<file path="src/rtl/core/pespf_pkg.sv">
// shared types and constants for the program/pes stream packet framer
package pespf_pkg;

  localparam int BYTE_W  = 8;
  localparam int KIND_W  = 2;
  localparam int SKIP_W  = 32;
  localparam int LEN_W   = 16;
  localparam int HIDX_W  = 4;
  localparam int SUB_W   = 2;

  localparam logic [23:0]       WINDOW_RESET  = 24'hFFFFFF;
  localparam logic [23:0]       START_PREFIX  = 24'h000001;
  localparam logic [SKIP_W-1:0] SKIP_SAT      = 32'hFFFFFFFF;
  localparam logic [SKIP_W-1:0] PREFIX_LEN    = 32'd4;
  localparam logic [HIDX_W-1:0] PACK_FIXED    = 4'd10;

  localparam logic [BYTE_W-1:0] ID_PROG_END   = 8'hB9;
  localparam logic [BYTE_W-1:0] ID_PACK       = 8'hBA;
  localparam logic [BYTE_W-1:0] ID_SYSTEM     = 8'hBB;
  localparam logic [BYTE_W-1:0] ID_PES_FIRST  = 8'hBC;

  localparam logic [BYTE_W-1:0] PREFIX_ZERO   = 8'h00;
  localparam logic [BYTE_W-1:0] PREFIX_ONE    = 8'h01;

  localparam logic [SUB_W-1:0]  SUB_ZERO_A    = 2'd0;
  localparam logic [SUB_W-1:0]  SUB_ZERO_B    = 2'd1;
  localparam logic [SUB_W-1:0]  SUB_ONE       = 2'd2;
  localparam logic [SUB_W-1:0]  SUB_ID        = 2'd3;

  typedef enum logic [KIND_W-1:0] {
    KIND_PROG_END = 2'd0,
    KIND_PACK     = 2'd1,
    KIND_SYSTEM   = 2'd2,
    KIND_PES      = 2'd3
  } kind_t;

  typedef enum logic [2:0] {
    PH_HUNT   = 3'd0,
    PH_PACK   = 3'd1,
    PH_BODY   = 3'd2,
    PH_LEN_HI = 3'd3,
    PH_LEN_LO = 3'd4
  } phase_t;

  // one parsed item: either a single byte or a full start code burst
  typedef struct packed {
    logic [BYTE_W-1:0] data;
    kind_t             kind;
    logic              last;
    logic              prefix;
    logic [SKIP_W-1:0] skipped;
  } desc_t;

endpackage

</file>
<file path="src/rtl/core/pespf_if.sv">
// valid/ready channel interfaces for the framer input and output
interface pespf_in_if;
  import pespf_pkg::*;
  logic              valid;
  logic              ready;
  logic [BYTE_W-1:0] in_byte;

  modport source (output valid, output in_byte, input ready);
  modport sink   (input valid, input in_byte, output ready);
endinterface

interface pespf_out_if;
  import pespf_pkg::*;
  logic              valid;
  logic              ready;
  logic [BYTE_W-1:0] out_byte;
  logic              first_byte;
  logic              last_byte;
  logic [KIND_W-1:0] packet_kind;
  logic [SKIP_W-1:0] skipped_count;

  modport source (output valid, output out_byte, output first_byte, output last_byte,
                  output packet_kind, output skipped_count, input ready);
  modport sink   (input valid, input out_byte, input first_byte, input last_byte,
                  input packet_kind, input skipped_count, output ready);
endinterface

</file>
<file path="src/rtl/core/pespf_parser.sv">
// start code hunt and packet length tracking, one input byte per cycle while take is high
module pespf_parser (
  input  logic                         clk,
  input  logic                         rst,
  input  logic                         take,
  input  logic [pespf_pkg::BYTE_W-1:0] in_byte,
  output logic                         push,
  output pespf_pkg::desc_t             desc
);
  import pespf_pkg::*;

  logic [23:0]       recent, recent_next;
  phase_t            phase, phase_next;
  logic [LEN_W-1:0]  remaining, remaining_next;
  logic [HIDX_W-1:0] hidx, hidx_next;
  logic [SKIP_W-1:0] skip, skip_next;
  kind_t             kind, kind_next;

  logic [SKIP_W-1:0] skip_inc;
  logic [HIDX_W-1:0] hidx_inc;
  logic [LEN_W-1:0]  len_full;
  logic [LEN_W-1:0]  rem_dec;
  logic              emit;
  logic              done;
  kind_t             id_kind;

  always_ff @(posedge clk) begin
    if (rst) begin
      recent    <= WINDOW_RESET;
      phase     <= PH_HUNT;
      remaining <= '0;
      hidx      <= '0;
      skip      <= '0;
      kind      <= KIND_PROG_END;
    end else if (take) begin
      recent    <= recent_next;
      phase     <= phase_next;
      remaining <= remaining_next;
      hidx      <= hidx_next;
      skip      <= skip_next;
      kind      <= kind_next;
    end
  end

  always_comb begin
    skip_inc = (skip == SKIP_SAT) ? skip : skip + 1'b1;
    hidx_inc = hidx + 1'b1;
    len_full = {remaining[LEN_W-1:BYTE_W], in_byte};
    rem_dec  = (remaining != '0) ? remaining - 1'b1 : remaining;
    if (in_byte == ID_PROG_END)    id_kind = KIND_PROG_END;
    else if (in_byte == ID_PACK)   id_kind = KIND_PACK;
    else if (in_byte == ID_SYSTEM) id_kind = KIND_SYSTEM;
    else                           id_kind = KIND_PES;

    recent_next    = recent;
    phase_next     = phase;
    remaining_next = remaining;
    hidx_next      = hidx;
    skip_next      = skip;
    kind_next      = kind;
    emit           = 1'b0;
    done           = 1'b0;
    desc.data      = in_byte;
    desc.kind      = kind;
    desc.last      = 1'b0;
    desc.prefix    = 1'b0;
    desc.skipped   = '0;

    case (phase)
      PH_HUNT: begin
        recent_next = {recent[15:0], in_byte};
        skip_next   = skip_inc;
        if (recent == START_PREFIX && in_byte >= ID_PROG_END) begin
          emit        = 1'b1;
          kind_next   = id_kind;
          desc.kind   = id_kind;
          desc.prefix = 1'b1;
          desc.last   = (id_kind == KIND_PROG_END);
          if (skip_inc == SKIP_SAT)        desc.skipped = SKIP_SAT;
          else if (skip_inc >= PREFIX_LEN) desc.skipped = skip_inc - PREFIX_LEN;
          else                             desc.skipped = '0;
          case (id_kind)
            KIND_PROG_END: done = 1'b1;
            KIND_PACK: begin
              phase_next = PH_PACK;
              hidx_next  = '0;
            end
            default: phase_next = PH_LEN_HI;
          endcase
        end
      end
      PH_PACK: begin
        emit      = 1'b1;
        hidx_next = hidx_inc;
        if (hidx_inc >= PACK_FIXED) begin
          remaining_next = {{(LEN_W-3){1'b0}}, in_byte[2:0]};
          if (in_byte[2:0] == 3'd0) begin
            desc.last = 1'b1;
            done      = 1'b1;
          end else begin
            phase_next = PH_BODY;
          end
        end
      end
      PH_LEN_HI: begin
        emit           = 1'b1;
        remaining_next = {in_byte, {(LEN_W-BYTE_W){1'b0}}};
        phase_next     = PH_LEN_LO;
      end
      PH_LEN_LO: begin
        emit           = 1'b1;
        remaining_next = len_full;
        if (len_full == '0) begin
          desc.last = 1'b1;
          done      = 1'b1;
        end else begin
          phase_next = PH_BODY;
        end
      end
      PH_BODY: begin
        emit           = 1'b1;
        remaining_next = rem_dec;
        if (rem_dec == '0) begin
          desc.last = 1'b1;
          done      = 1'b1;
        end
      end
      default: done = 1'b1;
    endcase

    if (done) begin
      phase_next     = PH_HUNT;
      recent_next    = WINDOW_RESET;
      skip_next      = '0;
      remaining_next = '0;
      hidx_next      = '0;
    end
  end

  assign push = take && emit;

endmodule

</file>
<file path="src/rtl/core/pespf_emitter.sv">
// two-entry item queue that serializes start code bursts and single bytes onto the output
module pespf_emitter (
  input  logic             clk,
  input  logic             rst,
  input  logic             push,
  input  pespf_pkg::desc_t desc,
  output logic             can_take,
  pespf_out_if.source      dout
);
  import pespf_pkg::*;

  desc_t            head, skid;
  logic             head_valid, skid_valid;
  logic [SUB_W-1:0] sub;
  logic             fire;
  logic             pop;
  logic             head_free;

  assign fire      = dout.valid && dout.ready;
  assign pop       = fire && (!head.prefix || sub == SUB_ID);
  assign head_free = !head_valid || pop;
  assign can_take  = !skid_valid;

  always_ff @(posedge clk) begin
    if (rst) begin
      head_valid <= 1'b0;
      skid_valid <= 1'b0;
      sub        <= SUB_ZERO_A;
    end else begin
      if (pop)       sub <= SUB_ZERO_A;
      else if (fire) sub <= sub + 1'b1;
      if (head_free) begin
        if (skid_valid) begin
          head_valid <= 1'b1;
          skid_valid <= push;
        end else begin
          head_valid <= push;
        end
      end else if (push) begin
        skid_valid <= 1'b1;
      end
    end
  end

  always_ff @(posedge clk) begin
    if (head_free) begin
      if (skid_valid) begin
        head <= skid;
        skid <= desc;
      end else begin
        head <= desc;
      end
    end else if (push) begin
      skid <= desc;
    end
  end

  always_comb begin
    dout.valid         = head_valid;
    dout.packet_kind   = head.kind;
    dout.first_byte    = 1'b0;
    dout.last_byte     = 1'b0;
    dout.skipped_count = '0;
    dout.out_byte      = head.data;
    if (head.prefix) begin
      case (sub)
        SUB_ZERO_A: begin
          dout.out_byte      = PREFIX_ZERO;
          dout.first_byte    = 1'b1;
          dout.skipped_count = head.skipped;
        end
        SUB_ZERO_B: dout.out_byte = PREFIX_ZERO;
        SUB_ONE:    dout.out_byte = PREFIX_ONE;
        default: begin
          dout.out_byte  = head.data;
          dout.last_byte = head.last;
        end
      endcase
    end else begin
      dout.last_byte = head.last;
    end
  end

  a_skid_needs_head: assert property (@(posedge clk) disable iff (rst)
    skid_valid |-> head_valid) else $error("skid entry held without head entry");

  a_sub_in_burst: assert property (@(posedge clk) disable iff (rst)
    (sub != SUB_ZERO_A) |-> (head_valid && head.prefix))
    else $error("burst position set outside a start code burst");

  a_push_has_room: assert property (@(posedge clk) disable iff (rst)
    push |-> !skid_valid) else $error("item pushed into a full queue");

endmodule

</file>
<file path="src/rtl/core/pes_ps_packet_framer.sv">
// top level of the program/pes stream start code packet framer
// Bytes enter on din one per cycle and leave framed on dout. A hunted byte
// that completes 00 00 01 with a stream id of B9 or above makes four output
// items (the start code bytes, the first one carrying the saturating count of
// bytes skipped before it); every byte inside a packet makes one item; other
// hunted bytes make none. Sustained rate is one input byte per cycle while the
// output is ready, with input stalls while a start code burst is sent, set by the
// single output port of the two-entry item queue. Each item is registered in
// the item queue before it leaves on dout.
module pes_ps_packet_framer (
  input  logic       clk,
  input  logic       rst,
  pespf_in_if.sink   din,
  pespf_out_if.source dout
);
  import pespf_pkg::*;

  logic  take;
  logic  push;
  logic  can_take;
  desc_t desc;

  assign din.ready = can_take;
  assign take      = din.valid && can_take;

  pespf_parser u_parser (
    .clk     (clk),
    .rst     (rst),
    .take    (take),
    .in_byte (din.in_byte),
    .push    (push),
    .desc    (desc)
  );

  pespf_emitter u_emitter (
    .clk      (clk),
    .rst      (rst),
    .push     (push),
    .desc     (desc),
    .can_take (can_take),
    .dout     (dout)
  );

endmodule

</file>
<file path="src/flat_wrapper.sv">
// flat-port wrapper written by rule: the top's interface ports become plain ports
module pes_ps_packet_framer_flat import pespf_pkg::*;
  (clk, rst, din_valid, din_in_byte, din_ready, dout_valid, dout_out_byte, dout_first_byte, dout_last_byte, dout_packet_kind, dout_skipped_count, dout_ready);
  pespf_in_if din_i ();
  pespf_out_if dout_i ();
  input  logic clk;
  input  logic rst;
  input wire logic [$bits(din_i.valid)-1:0] din_valid;
  input wire logic [$bits(din_i.in_byte)-1:0] din_in_byte;
  output wire logic [$bits(din_i.ready)-1:0] din_ready;
  output wire logic [$bits(dout_i.valid)-1:0] dout_valid;
  output wire logic [$bits(dout_i.out_byte)-1:0] dout_out_byte;
  output wire logic [$bits(dout_i.first_byte)-1:0] dout_first_byte;
  output wire logic [$bits(dout_i.last_byte)-1:0] dout_last_byte;
  output wire logic [$bits(dout_i.packet_kind)-1:0] dout_packet_kind;
  output wire logic [$bits(dout_i.skipped_count)-1:0] dout_skipped_count;
  input wire logic [$bits(dout_i.ready)-1:0] dout_ready;
  assign din_i.valid = din_valid;
  assign din_i.in_byte = din_in_byte;
  assign din_ready = din_i.ready;
  assign dout_valid = dout_i.valid;
  assign dout_out_byte = dout_i.out_byte;
  assign dout_first_byte = dout_i.first_byte;
  assign dout_last_byte = dout_i.last_byte;
  assign dout_packet_kind = dout_i.packet_kind;
  assign dout_skipped_count = dout_i.skipped_count;
  assign dout_i.ready = dout_ready;
  pes_ps_packet_framer u_core (.clk(clk), .rst(rst), .din(din_i), .dout(dout_i));
endmodule
</file>
<file path="config.mk">
export PLATFORM = sky130hd
export DESIGN_NAME = pes_ps_packet_framer_flat
export DESIGN_NICKNAME = d
export VERILOG_FILES = /design/src/rtl/core/pespf_pkg.sv /design/src/rtl/core/pespf_if.sv /design/src/rtl/core/pespf_parser.sv /design/src/rtl/core/pespf_emitter.sv /design/src/rtl/core/pes_ps_packet_framer.sv /design/src/flat_wrapper.sv
export SDC_FILE = /design/constraint.sdc
export NUM_CORES = 1
export LEC_CHECK = 0
export BUFFER_PORTS_ARGS = -buffer_cell sky130_fd_sc_hd__clkbuf_2
export CAP_MARGIN = 25
export CORE_MARGIN = 8
export CORE_UTILIZATION = 64
export CTS_BUF_LIST = sky130_fd_sc_hd__clkbuf_8
export DETAILED_ROUTE_END_ITERATION = 8
export GPL_TIMING_DRIVEN = 0
export PLACE_DENSITY = 0.83
export REMOVE_ABC_BUFFERS = 1
export SYNTH_ARGS = -nofsm -noshare
export SYNTH_HDL_FRONTEND = slang
export SYNTH_HIERARCHICAL = 1
export SYNTH_SLANG_ARGS = --single-unit
export TNS_END_PERCENT = 5
</file>
<file path="constraint.sdc">
create_clock -name clk -period 4.37 [get_ports clk]
set_input_delay 0.874 -clock clk [delete_from_list [all_inputs] [get_ports clk]]
set_output_delay 0.874 -clock clk [all_outputs]
set_load 0.02 [all_outputs]
</file>
==> impl_metrics.toml <==
[routing]
num_vias = 8110
ant_nets = 0
drcViolationCount = 0
wl_per_cell_um = 18.7
drt_pass1_iterations = 9
viasPerCell = 6.60
wl_um = 23000
drtIter0Drc = 924

[clocking]
cts_buffers = 17
postCtsHoldBufs = 0
clock_latency_ns = 0.47
htreeDepth = 4
cts_buffer_depth = 2
clock-sinks = 173
path_clk_slew_ns = 0.09
cts_tree = "yes"
cts_root_buffer = "clkbuf_8"

[synthesis]
synth-simple-area-share = 0.222
avgSynthCellArea_um2 = 10.1
syn_inst = 994
synth_top_family_by_area = "simple AND/OR/NAND/NOR gates"
ys_types = 100
async_flop_share = 0
yosysSeqAreaShare = 0.434
syn-cell-area_mm2 = 0.0100
yosys-top-cells-area = "edfxtp_1 26%, dfxtp_1 17%, mux2_2 5.2%"
ys_warn_count = 6
synthXorXnorAreaFrac = 0.0471
synthAdderAreaFrac = 0.0138
synth_top_cell_area_share = 0.264
synth_edf_count = 88
yosysTopAreaCell = "edfxtp_1"
yosys-mux-area-fraction = 0.0663
yosys_register_bits = 173
synth_ff_type = "edfxtp_1"
synth_compound_area_frac = 0.160

[floorplanning]
die_h_um = 141
die_area_mm2 = 0.0199
die_w_um = 141
initial_core_util = 0.656
std_cell_rows = 45
fp.coreArea_mm2 = 0.0153
num_io_pins = 58

[placement]
dp_cells = 1193
place_congestion = 0.941
portBuffers = 57
post-dp-hpwl_um = 16000

[setup_path]
worstSetupEndpointType = "flop"
setup.worst_path.start = "u_core/u_parser/skip[1]$_SDFFE_PP0P_"
arrival_ns = 4.45
r2r_start = "u_core/u_parser/skip[1]$_SDFFE_PP0P_"
critPathMaxFanout = 15
cp.required_ns = 4.60
critPathKind = "flop to flop"
setup.worst_path.start_class = "flop"

[power_and_ir_drop]
power.share.combinational = 0.251
ir_drop_v = 0.000211
sw_frac_of_total = 0.341
p_int_w = 0.00263
p_leak_nw = 4.23
power.share.clock = 0.261
p_seq_frac = 0.488
powerDensity_mw_per_mm2 = 375
switching_power_w = 0.00136

[grt]
antenna_found_initial = 0
grt_max_degree = 45
grt_usage = 0.230
grt_pass1_vias = 7290
grt_pass1_wl_um = 37100
overflow = 0

[worst_hold_path]
hold_path_class = "flop to flop"
min_from = "u_core/u_parser/recent[23]$_SDFFE_PP1P_"

[timing]
slew_headroom = 0.371
tns_ns = 0
fmax_mhz = 237
setup_violations = 0
hold_viol = 0
min_period_over_period = 0.965
min_period_ns = 4.22
slew_viol_final = 0
fin_skew_ns = 0.0115
tightest_slew_ns = 0.944

[final_layout]
fin_util = 0.699
nets = 1028
layout_common_cells = "88 x edfxtp_1, 81 x dfxtp_1, 68 x nor2_1"
fillers = 1093
synthToLayoutAreaGrowth_pct = 6.60
final_common_cell = "edfxtp_1"
antenna_cells = 0
stdcell_count = 1229
drive_gt1_frac = 0.200

[status]
status = "completed"

[run]
max-cap-violations = 0
-- flip-flops by register name, summed over array words and instances, names as in the netlist --
signal,flops
u_core/u_emitter/skid_valid,1
u_core/u_emitter/skid,44
u_core/u_parser/kind,2
u_core/u_emitter/dout.packet_kind,2
u_core/u_emitter/head,42
u_core/u_parser/skip,32
u_core/u_emitter/sub,2
u_core/u_emitter/dout.valid,1
u_core/u_parser/remaining,16
u_core/u_parser/recent,24
u_core/u_parser/hidx,4
u_core/u_parser/phase,3
-- per-stage QoR --
stage / area [um2] / worst slack [ns] / hold WS (ns) / total power, W
final: 10700 / 0.152 / 0.497 / 0.00400
after global routing: 10700 / -0.000770 / 0.523 / 0.00420
after CTS: 10600 / 0.0207 / 0.499 / 0.00399
after detailed placement: 10200 / -0.532 / 0.477 / 0.00297
after global placement: 10100 / -0.451 / 0.468 / 0.00292
after floorplan: 9540 / 0.403 / 0.459 / 0.00269
-- repair_timing --
action                                  CTS  global route
pin swaps                                 1             1
buffers inserted                          2             1
endpoints found under the setup margin   39            38
gates resized for setup                   6             6
gates cloned                              0             1
-- final timing paths --
kind,endpoint,slack [ns],cells after the start
min reg2reg,u_core/u_parser/recent[23]$_SDFFE_PP1P_,0.50,1
max reg2reg,u_core/u_emitter/head[13]$_DFFE_PP_,0.15,12
max,u_core/u_emitter/head[13]$_DFFE_PP_,0.15,12
min,u_core/u_parser/recent[23]$_SDFFE_PP1P_,0.50,1
-- critical path, stage by stage, from the launching register on --
cell and delay (ns):
dfxtp_1 0.48, ha_1 0.25, nand3_2 0.23, or4_4 0.73, o21ai_1 0.31, xnor2_1 0.23
inv_1 0.10, ha_1 0.26, o2111ai_4 0.24, nor2_4 0.32, a31o_4 0.31, o21ba_2 0.21
mux2_2 0.27
-- synthesized netlist by cell type (all sizes together) (6+ instances only) --
cell type / n
a211oi: 12
a21oi: 43
a22o: 14
a31o: 6
a31oi: 9
and2: 19
and3: 45
and4: 16
buf: 36
clkbuf: 38
dfxtp: 85
edfxtp: 88
ha: 11
inv: 29
mux2: 47
mux2i: 13
nand2: 49
nand2b: 10
nand3: 26
nand4: 29
nor2: 70
nor2b: 6
nor3: 39
nor4: 30
o21ai: 32
o22a: 24
o2bb2ai: 11
o31ai: 8
or2: 6
or3: 13
or4: 9
xnor2: 29
xor2: 24
-- logic make-up after synthesis --
logic type	after synthesis
compound gates	213
mux	60
xor+xnor	53
fa+ha+maj	11
flops	173
buf+inv	103
simple gates	381
-- final cells by class --
cell class / instances / area (um2) / share of cell area
Multi-Input combinational cell: 719 / 5160 / 0.484
Sequential cell: 173 / 4350 / 0.408
Timing Repair Buffer: 65 / 418 / 0.0392
Tap cell: 211 / 264 / 0.0248
Clock buffer: 17 / 234 / 0.0219
Clock inverter: 15 / 133 / 0.0124
Inverter: 29 / 109 / 0.0102
-- power groups by stage --
stage                     logic (W)  registers (W)  clock network (W)
after floorplan            0.000732        0.00196                  0
after global placement     0.000940        0.00198                  0
after detailed placement   0.000982        0.00198                  0
after CTS                  0.000986        0.00195            0.00106
after global routing        0.00109        0.00197            0.00113
final                       0.00100        0.00195            0.00104
-- metal layers --
layer	vias up	share of wire	routed length, um	GRT usage
met1	3857	0.45	10500	0.329
met2	408	0.43	9910	0.330
li1	3786	-	-	-
met4	0	0.028	643	0.101
met3	59	0.087	1990	0.0432
met5	-	0	0	0
Power figures use the tool's default switching activity.
